<file path="src/rtl/tpbs_pkg.sv">
package tpbs_pkg;

    localparam int ROWS_DEF = 16;
    localparam int COLS_DEF = 256;

    localparam int KIND_W = 3;
    localparam int ROW_W  = 4;
    localparam int COL_W  = 8;

    localparam logic [KIND_W-1:0] KIND_WRITE   = 3'd0;
    localparam logic [KIND_W-1:0] KIND_READ    = 3'd1;
    localparam logic [KIND_W-1:0] KIND_SWAP_IN = 3'd2;
    localparam logic [KIND_W-1:0] KIND_SWAP_X  = 3'd3;
    localparam logic [KIND_W-1:0] KIND_TAIL    = 3'd4;

    typedef struct packed {
        logic [KIND_W-1:0] kind;
        logic [ROW_W-1:0]  row_a;
        logic [ROW_W-1:0]  row_b;
        logic [COL_W-1:0]  col_a;
        logic [COL_W-1:0]  col_b;
        logic              bit_value;
    } t_req;

    typedef struct packed {
        logic read_bit;
        logic swapped;
        logic status;
    } t_rsp;

    typedef enum logic [1:0] {
        S_IDLE,
        S_RD_B,
        S_EVAL,
        S_WR_B
    } t_state;

    typedef struct packed {
        logic load;
        logic rd_a;
        logic rd_b;
        logic eval;
        logic wr_b;
        logic finish;
    } t_cmd;

    typedef struct packed {
        logic need_wb;
    } t_sts;

endpackage

</file>
<file path="src/rtl/tpbs_ctrl.sv">
module tpbs_ctrl (
    input  logic           i_clk,
    input  logic           i_rst_n,
    input  logic           i_start,
    input  tpbs_pkg::t_sts i_sts,
    output tpbs_pkg::t_cmd o_cmd,
    output logic           o_busy
);
    import tpbs_pkg::*;

    t_state r_state;
    t_state n_state;

    always_ff @(posedge i_clk) begin
        if (!i_rst_n) begin
            r_state <= S_IDLE;
        end else begin
            r_state <= n_state;
        end
    end

    always_comb begin
        n_state = r_state;
        case (r_state)
            S_IDLE: begin
                if (i_start) begin
                    n_state = S_RD_B;
                end
            end
            S_RD_B: begin
                n_state = S_EVAL;
            end
            S_EVAL: begin
                n_state = i_sts.need_wb ? S_WR_B : S_IDLE;
            end
            S_WR_B: begin
                n_state = S_IDLE;
            end
            default: begin
                n_state = S_IDLE;
            end
        endcase
    end

    always_comb begin
        o_cmd  = '0;
        o_busy = 1'b1;
        case (r_state)
            S_IDLE: begin
                o_busy     = 1'b0;
                o_cmd.load = i_start;
                o_cmd.rd_a = i_start;
            end
            S_RD_B: begin
                o_cmd.rd_b = 1'b1;
            end
            S_EVAL: begin
                o_cmd.eval   = 1'b1;
                o_cmd.finish = !i_sts.need_wb;
            end
            S_WR_B: begin
                o_cmd.wr_b   = 1'b1;
                o_cmd.finish = 1'b1;
            end
            default: begin
                o_busy = 1'b1;
            end
        endcase
    end

    a_finish_idle: assert property (@(posedge i_clk) disable iff (!i_rst_n)
        o_cmd.finish |=> r_state == S_IDLE)
        else $error("request finished but controller not idle");

    a_rd_then_eval: assert property (@(posedge i_clk) disable iff (!i_rst_n)
        r_state == S_RD_B |=> r_state == S_EVAL)
        else $error("second row read not followed by evaluation");

    a_load_then_rd: assert property (@(posedge i_clk) disable iff (!i_rst_n)
        o_cmd.load |=> (r_state == S_RD_B && o_busy))
        else $error("accepted request did not start row reads");

endmodule

</file>
<file path="config.mk">
export PLATFORM = sky130hd
export DESIGN_NAME = tpbs_ctrl
export DESIGN_NICKNAME = d
export VERILOG_FILES = /design/src/rtl/tpbs_pkg.sv /design/src/rtl/tpbs_ctrl.sv
export SDC_FILE = /design/constraint.sdc
export NUM_CORES = 1
export LEC_CHECK = 0
export ABC_AREA = 1
export BUFFER_PORTS_ARGS = -buffer_cell sky130_fd_sc_hd__buf_2
export CELL_PAD_IN_SITES_DETAIL_PLACEMENT = 1
export CELL_PAD_IN_SITES_GLOBAL_PLACEMENT = 1
export CORE_AREA = 2 2 39 41
export DETAILED_ROUTE_END_ITERATION = 8
export DIE_AREA = 0 0 41 43
export HOLD_SLACK_MARGIN = 0.1
export PLACE_DENSITY_LB_ADDON = 0.1
export SLEW_MARGIN = 5
export SYNTH_ARGS = -nofsm -noshare
export SYNTH_HDL_FRONTEND = slang
export SYNTH_SLANG_ARGS = --single-unit
</file>
<file path="constraint.sdc">
create_clock -name i_clk -period 1.1 [get_ports i_clk]
set_input_delay 0.165 -clock i_clk [delete_from_list [all_inputs] [get_ports i_clk]]
set_output_delay 0.165 -clock i_clk [all_outputs]
set_load 0.01 [all_outputs]
</file>
; Word level (Yosys, flattened, before mapping)
; Index checks and enable logic that the tools add are counted.
[op_classes]
n_shift = 0
n_div = 0
n_bitwise = 0
n_reduce_logical = 2
addsub = 0
n_eq_ne = 4
multipliers = 0
order_cmp = 0
muxes = 9
[op_table]
columns = cell, count
row1 = 2-bit case mux with 4 select lines, 1
row2 = 2-bit two-way mux, 3
row3 = 2-bit == test (second input constant), 2
row4 = 1-bit two-way mux, 4
row5 = 2-bit by 1-bit == test with 1-bit output (second input constant), 1
row6 = 2-bit zero test, 1
row7 = 2-bit inequality test (second input constant), 1
row8 = 1-bit case mux with 2 select lines, 1
row9 = 1-bit zero test, 1
[word_totals]
ram_bits = 0
output_inout_bits = 7
n_memories = 0
latchBits = 0
rom_bits = 0
regBits = 2
input_bits = 4
word_cells = 16

; Longest topological paths before layout
; Gate-level depths: netlist of the first run.
[depth]
depth_word = 2
mapped_depth = 4

; Least setup slack after synthesis of the first run
; OpenSTA, ideal clock, no wires.
[synth_timing]
path_type = reg2out
startpoint = register r_state[1]
endpoint = output o_cmd[0] (netlist bit)
stages_incl_launch_ff = 3
setup_slack_ns = 0.238
arrival_time_ns = 0.697
cell_sequence = dfxtp_1 -> inv_2 -> o21ai_0
[synth_lines]
columns = item, line_no
row1 = start: declaration, tpbs_ctrl.sv:11  ; t_state r_state;
row2 = start signal: assignment, tpbs_ctrl.sv:18  ; r_state <= n_state;
row3 = end: declaration, tpbs_ctrl.sv:6  ; output tpbs_pkg::t_cmd o_cmd,

==> flow_metrics.tcl, run 1 <==
set metrics [dict create \
    synth_fp_nets 22 \
    grt_pass1_wl_um 531 \
    diodes 0 \
    cp_max_fo 5 \
    drtAntennaViolNets 0 \
    layout_common_cells "buf_2, nand2_1, inv_1, clkbuf_4" \
    status "finished, final reports clean" \
    slowest_delay_ns 0.35 \
    cts_htree_levels 1 \
    grt_usage 0.0490 \
    drt_pass1_iterations 2 \
    fp.dieArea_um2 1760 \
    start_kind "register" \
    root_buffer "clkbuf_4" \
    ys_ff_latch 2 \
    crit_slowest_cell "dfxtp_4" \
    setup.worst_path.end_class "output pin" \
    post-route-min-period_ns 1.05 \
    required_ns 0.94 \
    place_hpwl_um 275 \
    portBuffers 10 \
    slew_headroom 0.933 \
    ioPinCount 11 \
    final_area_um2 220 \
    hold_violations 0 \
    ir_drop_uv 447 \
    powerDensity_nw_per_um2 1410 \
    vias 144 \
    slew_violations 0 \
    startpoint "r_state[1]" \
    reg.largest.list "r_state (2)" \
    fin_skew_ns 0.000845 \
    routed_wl_um 330 \
    hold_buffers 0 \
    reg2reg_slack_ns 0.34 \
    start_util 0.0868 \
    grt_pass1_vias 138 \
    p_switching_w 0.0000828 \
    top_register "r_state" \
    yosysUniqueCellTypes 9 \
    fmax_mhz 953 \
    area_growth_pct 83.3 \
    setup_viol 0 \
    placed_cells 43 \
    drc 0 \
    p_int_w 0.000228 \
    final_common_cell "buf_2" \
    largest_register_ffs 2 \
    switching_share 0.266 \
    cp_cell_sequence "inv_4 > nand3_2 > inv_2 > buf_2" \
    p_leak_nw 0.138 \
    pwr-share-comb 0.212 \
    grt.overflow.total 0 \
    clk_pin_slew_ns 0.03 \
    path_class "reg2out" \
    die_height_um 43 \
    syn_avg_cell_area_um2 6.67 \
    drive_above_1_share 0.677 \
    seq_power_share 0.273 \
    place_congestion 0.604 \
    cts_tree "done" \
    hold_start "i_rst_n" \
    whs_ns 0.170 \
    rsz0062_at_grt "true" \
    cp.arrival_ns 0.88 \
    cap_viol_max_count 0 \
    syn_area_um2 120 \
    drtIter0Drc 2 \
    instances_no_fill 47 \
    antenna_found_initial 0 \
    setup_tns_ns 0 \
    yosysSeqAreaShare 0.333 \
    row_count 14 \
    cts_inserted_buffers 3 \
    cts_sinks 2 \
    vias_per_cell 3.06 \
    power_w 0.000311 \
    synth.yosys.warnings 0 \
    avgRoutedWirePerCell_um 7.02 \
    final_nets 37 \
    syn_inst 18 \
    chipWidth_um 41 \
    design.core.area_um2 1380 \
    max_slew.worst_pin.slew_ns 0.0995 \
    grt_max_degree 6 \
    clk_path_buf_depth 2 \
    power_frac_clock 0.515 \
    placed_area_um2 183 \
    rr_startpoint "r_state[0]" \
    period_share 0.954 \
    clock_latency_ns 0.22 \
    hold_path.class "in2reg" \
]
synthesized netlist by cell type (all sizes together):
cell type / number / area share
inv: 6 / 0.19
nand2: 3 / 0.094
a21oi: 2 / 0.083
dfxtp: 2 / 0.33
nand3: 2 / 0.17
buf: 1 / 0.063
nor2: 1 / 0.031
o21ai: 1 / 0.042
final timing paths:
kind,endpoint,cells after the start
hold reg to reg,r_state[1],2
setup reg to reg,r_state[0],4
hold / removal,r_state[1],3
setup / recovery,o_cmd[5],4
logic make-up (layout without fill, tap and decap cells):
kind of cell / count (synthesis) / count (layout) / synth area share
AO/OA/AOI/OAI: 3 / 3 / 0.125
buffers and inverters: 7 / 20 / 0.250
AND/OR/NAND/NOR: 6 / 6 / 0.292
flip-flops: 2 / 2 / 0.333
critical path: cells and delay by family, from the launching register on:
kind / cells / cell delay [ns]
DFF: 1 / 0.35
and+or+nand+nor: 1 / 0.08
buffers and inverters: 3 / 0.24
power groups by stage:
stage | clock [W] | combinational (W) | sequential [W]
detailed placement | 0 | 0.0000622 | 0.0000853
global route | 0.000186 | 0.0000752 | 0.0000859
finish | 0.000160 | 0.0000659 | 0.0000851
floorplan | 0 | 0.0000385 | 0.0000842
global placement | 0 | 0.0000617 | 0.0000858
CTS | 0.000170 | 0.0000622 | 0.0000856
metal layers:
layer	global-route usage	routed length [µm]	part of all wire	up-vias
met3	0.0471	36	0.11	0
met2	0.0531	153	0.46	7
met1	0.0541	140	0.42	58
li1	-	-	-	79
met4	0.0400	0	0	0
met5	0	0	0	-
through the flow:
stage / worst slack, ns / util
after floorplan: 0.238 / -
after global placement: 0.216 / 0.132
after detailed placement: 0.203 / 0.132
after CTS: 0.0109 / 0.150
after global routing: -0.0231 / 0.159
final: 0.0507 / 0.159
area by class of cell:
| class | instances | area, µm² |
|---|---|---|
| fillers | 182 | 1160 |
| repair buffers | 11 | 57.6 |
| multi-input cells | 9 | 50.0 |
| flip-flops and latches | 2 | 45.0 |
| inverters | 6 | 25.0 |
| clock buffers | 3 | 22.5 |
| well taps | 16 | 20.0 |
what timing repair did:
| action | in CTS | in global routing |
|---|---|---|
| setup buffers | 0 | 1 |
| hold endpoints to repair | 0 | 0 |
| resized for setup | 2 | 4 |
| endpoints found under the setup margin | 4 | 4 |
(Power assumes the default switching activity.)
==> run 2, diff against run 1 <==
--- a/config.mk
+++ b/config.mk
@@ -8,7 +8,7 @@
 export ABC_AREA = 1
 export BUFFER_PORTS_ARGS = -buffer_cell sky130_fd_sc_hd__buf_2
 export CELL_PAD_IN_SITES_DETAIL_PLACEMENT = 1
-export CELL_PAD_IN_SITES_GLOBAL_PLACEMENT = 1
+export CELL_PAD_IN_SITES_GLOBAL_PLACEMENT = 2
 export CORE_AREA = 2 2 39 41
 export DETAILED_ROUTE_END_ITERATION = 8
 export DIE_AREA = 0 0 41 43
==> flow_metrics.tcl, run 2 (synthesized netlist as in run 1, its figures left out) <==
set metrics [dict create \
    vias 151 \
    top_register "r_state" \
    utilization 0.157 \
    drc 0 \
    cts_sinks 2 \
    final_area_um2 218 \
    cts_htree_levels 1 \
    post-route-min-period_ns 1.05 \
    die_height_um 43 \
    final_common_cell "buf_2" \
    avgRoutedWirePerCell_um 8.15 \
    ioPinCount 11 \
    status "finished, final reports clean" \
    design.core.area_um2 1380 \
    placed_area_um2 183 \
    path_class "reg2out" \
    root_buffer "clkbuf_4" \
    grt_pass1_vias 143 \
    cts_tree "done" \
    required_ns 0.94 \
    rsz0062_at_grt "false" \
    max_slew.worst_pin.slew_ns 0.0967 \
    place_congestion 0.544 \
    vias_per_cell 3.21 \
    start_kind "register" \
    largest_register_ffs 2 \
    row_count 14 \
    p_leak_nw 0.138 \
    diodes 0 \
    hold_path.class "in2reg" \
    fmax_mhz 950 \
    fp.dieArea_um2 1760 \
    setup_viol 0 \
    start_util 0.0868 \
    place_hpwl_um 292 \
    antenna_found_initial 0 \
    area_growth_pct 81.3 \
    drtAntennaViolNets 0 \
    portBuffers 10 \
    layout_common_cells "buf_2, nand2_1, inv_1, clkbuf_4" \
    period_share 0.957 \
    slew_headroom 0.936 \
    clk_path_buf_depth 2 \
    cap_viol_max_count 0 \
    cp_max_fo 4 \
    setup_tns_ns 0 \
    drive_above_1_share 0.677 \
    grt_usage 0.0551 \
    instances_no_fill 47 \
    drt_pass1_iterations 1 \
    grt_max_degree 6 \
    reg.largest.list "r_state (2)" \
    fillers 186 \
    clock_latency_ns 0.22 \
    final_nets 37 \
    grt_pass1_wl_um 503 \
    powerDensity_nw_per_um2 1450 \
    hold_violations 0 \
    routed_wl_um 383 \
    clk_pin_slew_ns 0.03 \
    ir_drop_uv 212 \
    fin_skew_ns 0.00221 \
    slew_violations 0 \
    chipWidth_um 41 \
    setup.worst_path.end_class "output pin" \
    grt.overflow.total 0 \
    drtIter0Drc 0 \
    placed_cells 43 \
    cts_inserted_buffers 3 \
    cp.arrival_ns 0.89 \
]
[run 2: final timing paths]
kind               from          to  slack (ns)  cells past startpoint
min reg2reg  r_state[1]  r_state[1]        0.50                      2
max reg2reg  r_state[0]  r_state[0]        0.34                      4
min             i_rst_n  r_state[0]        0.17                      3
max          r_state[0]    o_cmd[4]        0.05                      4
[run 2: repair_timing]
action	in CTS	in global routing
hold buffers	0	0
setup endpoints to repair	3	4
resized for setup	2	3
buffers inserted	0	1
[run 2: final cells by class]
class,instances,area (µm²),share of cell area
timing repair buffer,11,57.6,0.264
multi-input combinational,9,50.0,0.230
clock buffer,3,22.5,0.103
sequential,2,42.5,0.195
inverter,6,25.0,0.115
tap,16,20.0,0.0920
[run 2: per-stage QoR]
step	power, W	hold WS [ns]	setup slack (ns)
after floorplan	0.000123	0.297	0.238
after global placement	0.000148	0.414	0.211
after detailed placement	0.000147	0.418	0.217
after CTS	0.000324	0.167	0.00558
after global routing	0.000337	0.192	0.00375
final	0.000315	0.174	0.0473
[run 2: worst max-delay path: stages (launching register included)]
cell and delay, ns:
dfxtp_2 0.33, inv_2 0.07, nand3_2 0.09, inv_2 0.06, buf_2 0.12
[run 2: layer usage]
metal  vias up  GRT usage  routed length [µm]
met5         -          0                   0
met4         0      0.120                   9
met3         2     0.0314                  45
met2         7     0.0594                 194
met1        64     0.0383                 133
li1         78          -                   -
[run 2: where the power goes]
| group | total (W) | switching, W | internal (W) |
|---|---|---|---|
| logic | 0.0000663 | 0.0000366 | 0.0000297 |
| registers | 0.0000863 | 0.00000663 | 0.0000797 |
| clock network | 0.000163 | 0.0000421 | 0.000120 |
| total | 0.000315 | 0.0000854 | 0.000230 |
